File: config.mk
export PLATFORM = sky130hd
export DESIGN_NAME = modbus_reply_checker_unit_flat
export DESIGN_NICKNAME = d
export VERILOG_FILES = /design/src/sv/mrc_pkg.sv /design/src/sv/mrc_in_if.sv /design/src/sv/mrc_out_if.sv /design/src/sv/modbus_reply_checker_unit.sv /design/src/flat_wrapper.sv
export SDC_FILE = /design/constraint.sdc
export NUM_CORES = 1
export LEC_CHECK = 0
export BUFFER_PORTS_ARGS = -buffer_cell sky130_fd_sc_hd__buf_4
export CAP_MARGIN = 25
export CORE_MARGIN = 2
export CORE_UTILIZATION = 60
export CTS_BUF_LIST = sky130_fd_sc_hd__clkbuf_8 sky130_fd_sc_hd__clkbuf_16
export DETAILED_ROUTE_END_ITERATION = 12
export PLACE_DENSITY = 0.79
export SLEW_MARGIN = 40
export SYNTH_ARGS = -nofsm -noshare
export SYNTH_HDL_FRONTEND = slang
export SYNTH_SLANG_ARGS = --single-unit
File: constraint.sdc
create_clock -name i_clk -period 10.3 [get_ports i_clk]
set_clock_uncertainty 0.1 [all_clocks]
set_input_delay 0 -clock i_clk [delete_from_list [all_inputs] [get_ports i_clk]]
set_output_delay 0 -clock i_clk [all_outputs]
set_load 0.01 [all_outputs]
File: src/sv/mrc_pkg.sv
package mrc_pkg;

    // Buffer length bound and the counter width that follows from it.
    localparam int MAX_BUFFER_BYTES = 256;
    localparam int TOTAL_W = $clog2(MAX_BUFFER_BYTES + 1);

    // The frame position saturates at its own fixed bound.
    localparam int POS_W = 9;
    localparam logic [POS_W-1:0] POS_MAX = 9'd511;
    localparam logic [POS_W-1:0] POS_COUNT = 9'd2;
    localparam int NEED_W = 9;
    localparam logic [NEED_W-1:0] FRAME_OVERHEAD = 9'd5;
    localparam logic [NEED_W-1:0] CRC_BYTES = 9'd2;

    localparam logic [15:0] CRC_INIT = 16'hFFFF;
    localparam logic [15:0] CRC_POLY = 16'hA001;

    localparam int ECHO_LEN = 8;
    localparam int ECHO_IDX_W = 3;
    localparam int JUNK_LIMIT = 20;
    localparam int TEMP_OFFSET = 400;

    localparam logic [7:0] POLL_CMD [ECHO_LEN] = '{
        8'h09, 8'h03, 8'h00, 8'hFD, 8'h00, 8'h1C, 8'hD4, 8'hBB
    };

    // Frame offsets captured for decoding: signal, height, smooth, temperature, tilt.
    localparam int CAP_SLOTS = 8;
    localparam logic [POS_W-1:0] CAP_POS [CAP_SLOTS] = '{
        9'd6, 9'd8, 9'd9, 9'd10, 9'd11, 9'd12, 9'd13, 9'd14
    };

    // Reset values of the configuration registers.
    localparam logic [7:0] DEV_ADDR_RST = 8'h09;
    localparam logic [7:0] FUNC_CODE_RST = 8'h03;
    localparam logic [7:0] DECODE_COUNT_RST = 8'd56;

    // Configuration register indexes.
    localparam int CFG_IDX_W = 2;
    localparam logic [CFG_IDX_W-1:0] REG_DEVICE_ADDRESS = 2'd0;
    localparam logic [CFG_IDX_W-1:0] REG_FUNCTION_CODE = 2'd1;
    localparam logic [CFG_IDX_W-1:0] REG_DECODE_BYTE_COUNT = 2'd2;

    // Reply classes.
    localparam logic [2:0] CLS_SILENCE = 3'd0;
    localparam logic [2:0] CLS_ECHO = 3'd1;
    localparam logic [2:0] CLS_VALID = 3'd2;
    localparam logic [2:0] CLS_LONG_JUNK = 3'd3;
    localparam logic [2:0] CLS_OVER_CMD = 3'd4;
    localparam logic [2:0] CLS_SHORT_JUNK = 3'd5;

    // One byte of the Modbus CRC-16, LSB first.
    function automatic logic [15:0] crc_feed(input logic [15:0] crc, input logic [7:0] b);
        logic [15:0] c;
        c = crc ^ {8'h00, b};
        for (int k = 0; k < 8; k++) begin
            c = c[0] ? ((c >> 1) ^ CRC_POLY) : (c >> 1);
        end
        return c;
    endfunction

endpackage

File: src/sv/mrc_in_if.sv
interface mrc_in_if;
    logic       valid;
    logic       ready;
    logic       has_byte;
    logic [7:0] data_byte;
    logic       last;

    modport source (output valid, has_byte, data_byte, last, input ready);
    modport sink (input valid, has_byte, data_byte, last, output ready);
endinterface

File: src/sv/mrc_out_if.sv
interface mrc_out_if;
    logic               valid;
    logic               ready;
    logic [2:0]         reply_class;
    logic [7:0]         payload_count;
    logic               decoded;
    logic [7:0]         signal_level;
    logic [15:0]        height_tenths;
    logic [15:0]        smooth_tenths;
    logic signed [16:0] temp_tenths;
    logic [7:0]         tilt_degrees;

    modport source (
        output valid, reply_class, payload_count, decoded, signal_level,
               height_tenths, smooth_tenths, temp_tenths, tilt_degrees,
        input  ready
    );
    modport sink (
        input  valid, reply_class, payload_count, decoded, signal_level,
               height_tenths, smooth_tenths, temp_tenths, tilt_degrees,
        output ready
    );
endinterface

File: src/sv/modbus_reply_checker_unit.sv
// Channel   Dir  Handshake            Payload
// i_in      in   valid/ready          has_byte, data_byte, last
// o_res     out  valid/ready          reply_class, payload_count, decoded, fields
// i_cfg_*   in   i_cfg_we, no wait    i_cfg_index, i_cfg_data
//
// One item is taken every cycle unless a waiting result stalls it; an item passes
// an input register, then the header hunt, CRC byte update and capture logic,
// and the result of a buffer's last item lands in the output register as that
// item is taken. Synchronous active-low reset clears the buffer state and loads
// the register defaults. A result waiting at the output stalls only a following item that ends a buffer.
module modbus_reply_checker_unit (
    input  logic                            i_clk,
    input  logic                            i_rst_n,
    input  logic                            i_cfg_we,
    input  logic [mrc_pkg::CFG_IDX_W-1:0]   i_cfg_index,
    input  logic [7:0]                      i_cfg_data,
    mrc_in_if.sink                          i_in,
    mrc_out_if.source                       o_res
);

    typedef enum logic [1:0] {PH_SEARCH, PH_ADDR, PH_FRAME, PH_DONE} t_phase;
    typedef enum logic [1:0] {ST_NONE, ST_PENDING, ST_VALID, ST_BAD} t_status;

    localparam int TW = mrc_pkg::TOTAL_W;
    localparam int PW = mrc_pkg::POS_W;
    localparam int NW = mrc_pkg::NEED_W;

    // Configuration.
    logic [7:0] r_dev_addr;
    logic [7:0] r_func_code;
    logic [7:0] r_decode_count;

    // Input register.
    logic       r_in_valid;
    logic       r_in_has;
    logic [7:0] r_in_byte;
    logic       r_in_last;

    // Buffer state.
    logic [TW-1:0] r_total, n_total;
    t_phase        r_phase, n_phase;
    logic [PW-1:0] r_pos, n_pos;
    logic [NW-1:0] r_need, n_need;
    logic [15:0]   r_crc, n_crc;
    logic [7:0]    r_crc_low, n_crc_low;
    t_status       r_status, n_status;
    logic          r_echo, n_echo;
    logic [7:0]    r_cap [mrc_pkg::CAP_SLOTS];
    logic [7:0]    n_cap [mrc_pkg::CAP_SLOTS];

    // Result register.
    logic               r_out_valid;
    logic [2:0]         r_cls, n_cls;
    logic [7:0]         r_count, n_count;
    logic               r_dec, n_dec;
    logic [7:0]         r_sig, n_sig;
    logic [15:0]        r_height, n_height;
    logic [15:0]        r_smooth, n_smooth;
    logic signed [16:0] r_temp, n_temp;
    logic [7:0]         r_tilt, n_tilt;

    logic          w_take;
    logic          w_byte_ok;
    logic [15:0]   w_crc_next;
    logic [NW-1:0] w_need;
    logic [NW-1:0] w_crc_pos;
    logic [15:0]   w_got;

    assign w_take = r_in_valid && (!r_in_last || !r_out_valid || o_res.ready);
    assign i_in.ready = !r_in_valid || w_take;
    assign w_byte_ok = r_in_valid && r_in_has
                       && (r_total < TW'(mrc_pkg::MAX_BUFFER_BYTES));

    // A header restart seeds the CRC from its init value; otherwise it runs on.
    assign w_crc_next = mrc_pkg::crc_feed((r_phase == PH_SEARCH) ? mrc_pkg::CRC_INIT : r_crc,
                                          r_in_byte);
    assign w_need = (r_pos == mrc_pkg::POS_COUNT)
                    ? (NW'(r_in_byte) + mrc_pkg::FRAME_OVERHEAD) : r_need;
    assign w_crc_pos = w_need - mrc_pkg::CRC_BYTES;
    assign w_got = {r_in_byte, r_crc_low};

    always_comb begin
        n_total   = r_total;
        n_phase   = r_phase;
        n_pos     = r_pos;
        n_need    = r_need;
        n_crc     = r_crc;
        n_crc_low = r_crc_low;
        n_status  = r_status;
        n_echo    = r_echo;
        n_cap     = r_cap;
        if (w_byte_ok) begin
            if (r_total >= TW'(mrc_pkg::ECHO_LEN)
                || r_in_byte != mrc_pkg::POLL_CMD[r_total[mrc_pkg::ECHO_IDX_W-1:0]]) begin
                n_echo = 1'b0;
            end
            case (r_phase)
                PH_SEARCH: begin
                    if (r_in_byte == r_dev_addr) begin
                        n_phase = PH_ADDR;
                        n_crc   = w_crc_next;
                    end
                end
                PH_ADDR: begin
                    if (r_in_byte == r_func_code) begin
                        n_phase  = PH_FRAME;
                        n_status = ST_PENDING;
                        n_crc    = w_crc_next;
                        n_pos    = mrc_pkg::POS_COUNT;
                    end else if (r_in_byte != r_dev_addr) begin
                        n_phase = PH_SEARCH;
                    end
                end
                default: begin
                    if (r_phase == PH_FRAME) begin
                        n_need = w_need;
                        if (NW'(r_pos) < w_crc_pos) begin
                            n_crc = w_crc_next;
                        end else if (NW'(r_pos) == w_crc_pos) begin
                            n_crc_low = r_in_byte;
                        end else begin
                            n_status = (w_got == r_crc) ? ST_VALID : ST_BAD;
                            n_phase  = PH_DONE;
                        end
                    end
                    for (int k = 0; k < mrc_pkg::CAP_SLOTS; k++) begin
                        if (r_pos == mrc_pkg::CAP_POS[k]) begin
                            n_cap[k] = r_in_byte;
                        end
                    end
                    if (r_pos != mrc_pkg::POS_MAX) begin
                        n_pos = r_pos + PW'(1);
                    end
                end
            endcase
            n_total = r_total + TW'(1);
        end
    end

    // Classification of the closed buffer, first match wins.
    always_comb begin
        if (n_total == '0) begin
            n_cls = mrc_pkg::CLS_SILENCE;
        end else if (n_echo && n_total == TW'(mrc_pkg::ECHO_LEN)) begin
            n_cls = mrc_pkg::CLS_ECHO;
        end else if (n_status == ST_VALID) begin
            n_cls = mrc_pkg::CLS_VALID;
        end else if (n_total >= TW'(mrc_pkg::JUNK_LIMIT)) begin
            n_cls = mrc_pkg::CLS_LONG_JUNK;
        end else if (n_total > TW'(mrc_pkg::ECHO_LEN)) begin
            n_cls = mrc_pkg::CLS_OVER_CMD;
        end else begin
            n_cls = mrc_pkg::CLS_SHORT_JUNK;
        end
        n_count = '0;
        if (n_cls == mrc_pkg::CLS_VALID) begin
            n_count = 8'(n_need - mrc_pkg::FRAME_OVERHEAD);
        end
        n_dec = (n_cls == mrc_pkg::CLS_VALID) && (n_count == r_decode_count);
        n_sig    = '0;
        n_height = '0;
        n_smooth = '0;
        n_temp   = '0;
        n_tilt   = '0;
        if (n_dec) begin
            n_sig    = n_cap[0];
            n_height = {n_cap[1], n_cap[2]};
            n_smooth = {n_cap[3], n_cap[4]};
            n_temp   = signed'({1'b0, n_cap[5], n_cap[6]}) - 17'sd400;
            n_tilt   = n_cap[7];
        end
    end

    always_ff @(posedge i_clk) begin
        if (!i_rst_n) begin
            r_dev_addr     <= mrc_pkg::DEV_ADDR_RST;
            r_func_code    <= mrc_pkg::FUNC_CODE_RST;
            r_decode_count <= mrc_pkg::DECODE_COUNT_RST;
            r_in_valid     <= 1'b0;
            r_total        <= '0;
            r_phase        <= PH_SEARCH;
            r_pos          <= '0;
            r_need         <= '0;
            r_crc          <= mrc_pkg::CRC_INIT;
            r_crc_low      <= '0;
            r_status       <= ST_NONE;
            r_echo         <= 1'b1;
            for (int k = 0; k < mrc_pkg::CAP_SLOTS; k++) begin
                r_cap[k] <= '0;
            end
            r_out_valid    <= 1'b0;
        end else begin
            if (i_cfg_we) begin
                case (i_cfg_index)
                    mrc_pkg::REG_DEVICE_ADDRESS:    r_dev_addr     <= i_cfg_data;
                    mrc_pkg::REG_FUNCTION_CODE:     r_func_code    <= i_cfg_data;
                    mrc_pkg::REG_DECODE_BYTE_COUNT: r_decode_count <= i_cfg_data;
                    default: ;
                endcase
            end

            if (i_in.ready) begin
                r_in_valid <= i_in.valid;
            end

            if (w_take && r_in_last) begin
                // The buffer is closed: hand over its result and start afresh.
                r_out_valid <= 1'b1;
                r_total     <= '0;
                r_phase     <= PH_SEARCH;
                r_pos       <= '0;
                r_need      <= '0;
                r_crc       <= mrc_pkg::CRC_INIT;
                r_crc_low   <= '0;
                r_status    <= ST_NONE;
                r_echo      <= 1'b1;
                for (int k = 0; k < mrc_pkg::CAP_SLOTS; k++) begin
                    r_cap[k] <= '0;
                end
            end else begin
                if (o_res.ready) begin
                    r_out_valid <= 1'b0;
                end
                if (w_take) begin
                    r_total   <= n_total;
                    r_phase   <= n_phase;
                    r_pos     <= n_pos;
                    r_need    <= n_need;
                    r_crc     <= n_crc;
                    r_crc_low <= n_crc_low;
                    r_status  <= n_status;
                    r_echo    <= n_echo;
                    r_cap     <= n_cap;
                end
            end
        end
    end

    always_ff @(posedge i_clk) begin
        if (i_in.valid && i_in.ready) begin
            r_in_has  <= i_in.has_byte;
            r_in_byte <= i_in.data_byte;
            r_in_last <= i_in.last;
        end
        if (w_take && r_in_last) begin
            r_cls    <= n_cls;
            r_count  <= n_count;
            r_dec    <= n_dec;
            r_sig    <= n_sig;
            r_height <= n_height;
            r_smooth <= n_smooth;
            r_temp   <= n_temp;
            r_tilt   <= n_tilt;
        end
    end

    assign o_res.valid         = r_out_valid;
    assign o_res.reply_class   = r_cls;
    assign o_res.payload_count = r_count;
    assign o_res.decoded       = r_dec;
    assign o_res.signal_level  = r_sig;
    assign o_res.height_tenths = r_height;
    assign o_res.smooth_tenths = r_smooth;
    assign o_res.temp_tenths   = r_temp;
    assign o_res.tilt_degrees  = r_tilt;

endmodule
File: src/flat_wrapper.sv
// flat-port wrapper written by rule: the top's interface ports become plain ports
module modbus_reply_checker_unit_flat 
  (i_clk, i_rst_n, i_cfg_we, i_cfg_index, i_cfg_data, i_in_valid, i_in_has_byte, i_in_data_byte, i_in_last, i_in_ready, o_res_valid, o_res_reply_class, o_res_payload_count, o_res_decoded, o_res_signal_level, o_res_height_tenths, o_res_smooth_tenths, o_res_temp_tenths, o_res_tilt_degrees, o_res_ready);
  mrc_in_if i_in_i ();
  mrc_out_if o_res_i ();
  input  logic i_clk;
  input  logic i_rst_n;
  input  logic i_cfg_we;
  input  logic [mrc_pkg::CFG_IDX_W-1:0] i_cfg_index;
  input  logic [7:0] i_cfg_data;
  input wire logic [$bits(i_in_i.valid)-1:0] i_in_valid;
  input wire logic [$bits(i_in_i.has_byte)-1:0] i_in_has_byte;
  input wire logic [$bits(i_in_i.data_byte)-1:0] i_in_data_byte;
  input wire logic [$bits(i_in_i.last)-1:0] i_in_last;
  output wire logic [$bits(i_in_i.ready)-1:0] i_in_ready;
  output wire logic [$bits(o_res_i.valid)-1:0] o_res_valid;
  output wire logic [$bits(o_res_i.reply_class)-1:0] o_res_reply_class;
  output wire logic [$bits(o_res_i.payload_count)-1:0] o_res_payload_count;
  output wire logic [$bits(o_res_i.decoded)-1:0] o_res_decoded;
  output wire logic [$bits(o_res_i.signal_level)-1:0] o_res_signal_level;
  output wire logic [$bits(o_res_i.height_tenths)-1:0] o_res_height_tenths;
  output wire logic [$bits(o_res_i.smooth_tenths)-1:0] o_res_smooth_tenths;
  output wire logic [$bits(o_res_i.temp_tenths)-1:0] o_res_temp_tenths;
  output wire logic [$bits(o_res_i.tilt_degrees)-1:0] o_res_tilt_degrees;
  input wire logic [$bits(o_res_i.ready)-1:0] o_res_ready;
  assign i_in_i.valid = i_in_valid;
  assign i_in_i.has_byte = i_in_has_byte;
  assign i_in_i.data_byte = i_in_data_byte;
  assign i_in_i.last = i_in_last;
  assign i_in_ready = i_in_i.ready;
  assign o_res_valid = o_res_i.valid;
  assign o_res_reply_class = o_res_i.reply_class;
  assign o_res_payload_count = o_res_i.payload_count;
  assign o_res_decoded = o_res_i.decoded;
  assign o_res_signal_level = o_res_i.signal_level;
  assign o_res_height_tenths = o_res_i.height_tenths;
  assign o_res_smooth_tenths = o_res_i.smooth_tenths;
  assign o_res_temp_tenths = o_res_i.temp_tenths;
  assign o_res_tilt_degrees = o_res_i.tilt_degrees;
  assign o_res_i.ready = o_res_ready;
  modbus_reply_checker_unit u_core (.i_clk(i_clk), .i_rst_n(i_rst_n), .i_cfg_we(i_cfg_we), .i_cfg_index(i_cfg_index), .i_cfg_data(i_cfg_data), .i_in(i_in_i), .o_res(o_res_i));
endmodule
==> metrics <==
largest net degree at the start of global routing 89; top-area cell type share of the netlist area 24.87%; maximum clock rate 0.1725 GHz; combinational family with the most area after synthesis simple AND/OR/NAND/NOR gates; wire length of the first global-routing pass 44850 um; Hold Crit Class in -> reg; simple logic cell fraction of the synthesized area 19.26%; vias in the first global route 8949; DP Wirelength 17270 um; share of layout cells above drive strength 1 13.32%; crit path DAT 6.01 ns; part of the cycle the worst path needs 56.29%; adder-cell share of the synthesized area 2.662%; Req. time, crit path 10.52 ns; Die Area 0.02072 mm2; cell depth of the worst flop-to-flop path 17; final antenna diode count 0; horizontal die dimension 143.9 um; Core Area 0.01933 mm2; detail-routed net length per standard cell 17.17 um; number of different library cells in the post-synthesis netlist 64; Power per Cell Area 142.5 mW/mm2; number of clock sinks 233; layout overhead on the synthesized area 18.20%; root buffer cell clkbuf_16; post-route insts no fill 1631; DRC marker count from the first detailed-route iteration 694; startpoint type of the worst setup path flip-flop; setup TNS 0 ns; setup repair after global routing missed its margin false; total routing usage reported by global routing 26.88%; post-placement cell count 1551; number of synthesized flops with an enable pin 87; number of nets still failing antenna checks after routing 0; TritonCTS clock tree done; drt pass-1 iters 5; most common flop cell mapped by yosys dfxtp_1; XOR/XNOR Fraction of Synth Area 9.041%; routed wire length 28010 um; Final Net Count 1398; net count after synthesis 1290; Max VDD drop 124.3 uV; final weighted congestion of routability-driven global placement 0.9447; Hold-fix buffers, CTS 36; area of the mapped netlist 0.01175 mm2; post-route worst hold slack 0.09460 ns; post-synthesis mux area share 10.04%; number of instances resized during post-cts repair 0; final number of setup-violating endpoints 0; final slew viol count 0; max-capacitance violation count 0; fin crit period 5.797 ns; clock-pin slew of the registers on the worst-case setup and hold paths 0.06 ns; buffer depth of the longest clock path 3; post-synthesis average cell area 9.476 um2; most frequently used cell type in the post-synthesis netlist nor2_1; Crit-path slowest cell or4_1; Worst Setup End Kind flip-flop; sequence of cells on the critical path or4_1 > nor4b_4 > mux2i_1 > nand2_1 > nor2_1 > nand3_1 > xor2_1 > ha_1 > nand4_1 > or3_1 > o2111ai_1 > nand3_1 > a221o_1 > nand3b_1 > nand4b_1 > buf_4 > nor4_2; leakage power figure 5.428 nW; initial cell density of the core 60.77%; cell mode on critical path nand3_1; final hold violation count 0; clock latency reported for the late side of the worst-skew pair 0.52 ns; routed via count 9419; most area-consuming cells after synthesis dfxtp_1 (25%), edfxtp_1 (22%), mux2i_1 (9.7%), nor2_1 (6.0%), nand2_1 (5.0%); cell count of the worst hold path 2; CTS HTree Levels 1; category of the critical setup timing path reg -> reg; number of CTS-inserted buffers 24; aggregate global routing overflow 0; DRC violations left 0; slew of the pin with the lowest slew margin 0.7101 ns; part of the Yosys area used for sequential elements 47.11%; compound-cell area share of the yosys netlist 8.529%; placement row count 51; antenna violations before repair 0; number of I/O pins 104; largest fanout on the critical path 66; via/cell ratio 5.775; fraction of the core area covered by cells at the end of the flow 71.83%; most common library cells after synthesis nor2_1 (187), nand2_1 (157), dfxtp_1 (146), mux2i_1 (114), edfxtp_1 (87); die height 143.9 um; setup bufs post-CTS 0; FFs w/ async S/R, synth 0%; delay of the slowest cell on the worst path 0.70 ns; number of warnings reported in the yosys synthesis log 0; cell accounting for the most synthesized area dfxtp_1; total chip power 1.979 mW; number of flip-flops and latches in the synthesized netlist 233; Port Buf Inserts 103; max-slew headroom at the worst pin 52.55%; gate count after technology mapping 1240; outcome completed
==> metrics by stage <==
step	instance area, um2	setup slack [ns]
6_report	13890	4.503
5_1_grt	13890	4.120
4_1_cts	13890	4.541
3_5_place_dp	12760	4.561
2_1_floorplan	11750	5.450
3_3_place_gp	12700	4.865
==> state kept, by name, summed over array words and instances, names as in the netlist, 2 cells and up <==
name                        count
u_core.r_crc                   16
u_core.r_phase                  2
u_core.o_res.payload_count      8
u_core.r_status                 2
u_core.r_func_code              8
u_core.o_res.smooth_tenths     16
u_core.o_res.temp_tenths       17
u_core.o_res.signal_level       8
u_core.r_dev_addr               8
u_core.r_total                  9
u_core.o_res.reply_class        3
u_core.r_decode_count           8
u_core.r_in_byte                8
u_core.r_cap                   64
u_core.r_pos                    9
u_core.o_res.height_tenths     16
u_core.r_need                   9
u_core.r_crc_low                8
u_core.o_res.tilt_degrees       8
==> worst paths after layout <==
kind / startpoint / endpoint / slack (ns)
max: u_core.r_pos[5] / u_core.o_res.temp_tenths[16] / 4.50
min: i_in_data_byte[2] / u_core.r_in_byte[2] / 0.09
max reg2reg: u_core.r_pos[5] / u_core.o_res.temp_tenths[16] / 4.50
min reg2reg: u_core.r_cap[1] / u_core.r_cap[1] / 0.35
==> cells in the final DEF, fill, tap and decap left out, drive strengths merged, types with 14 or more instances in the layout <==
cell type    count
nor2           187
nand2          157
dfxtp          146
buf            124
mux2i          116
edfxtp          87
a21oi           79
xor2            59
xnor2           57
dlygate4sd3     36
clkbuf          30
nor3            25
ha              25
o21ai           23
inv             22
nor2b           19
nand4           18
nand3           17
nor4            14
==> worst max-delay path, delay by kind of cell, from the launching register on <==
| family | cells | cell delay [ns] |
|---|---|---|
| buffers and inverters | 1 | 0.32 |
| and+or+nand+nor | 11 | 3.25 |
| DFF | 1 | 0.38 |
| muxes | 1 | 0.37 |
| adders and majority gates | 1 | 0.31 |
| xor gates and xnor gates | 1 | 0.16 |
| AOI/OAI and AO/OA | 2 | 0.61 |
==> power by group <==
| group | switching [mW] | total (mW) | internal (mW) |
|---|---|---|---|
| Combinational | 0.0951 | 0.163 | 0.0675 |
| Clock | 0.354 | 0.835 | 0.481 |
| Sequential | 0.0103 | 0.982 | 0.971 |
==> cell families after synthesis <==
kind of cell	after synthesis
multiplexers	117
flip-flops	233
AO/OA/AOI/OAI	163
AND/OR/NAND/NOR	489
XOR/XNOR	118
adder cells (fa/ha/maj)	25
buffers and inverters	95
==> layout make-up <==
type	count	area (um2)
Multi-Input combinational cell	912	5857
Sequential cell	233	5535
Fill cell	1438	5446
Timing Repair Buffer	160	1335
Clock buffer	30	705.7
Tap cell	265	331.6
Inverter	17	63.81
Clock inverter	14	60.06
==> layer usage <==
| layer | part of all wire [%] | up-vias | track usage, % |
|---|---|---|---|
| li1 | - | 4509 | - |
| met5 | 0 | - | 0 |
| met1 | 43 | 4499 | 36.29 |
| met4 | 2.3 | 0 | 7.792 |
| met2 | 48 | 347 | 45.09 |
| met3 | 7.3 | 64 | 3.932 |
Power figures use the tool's default switching activity.
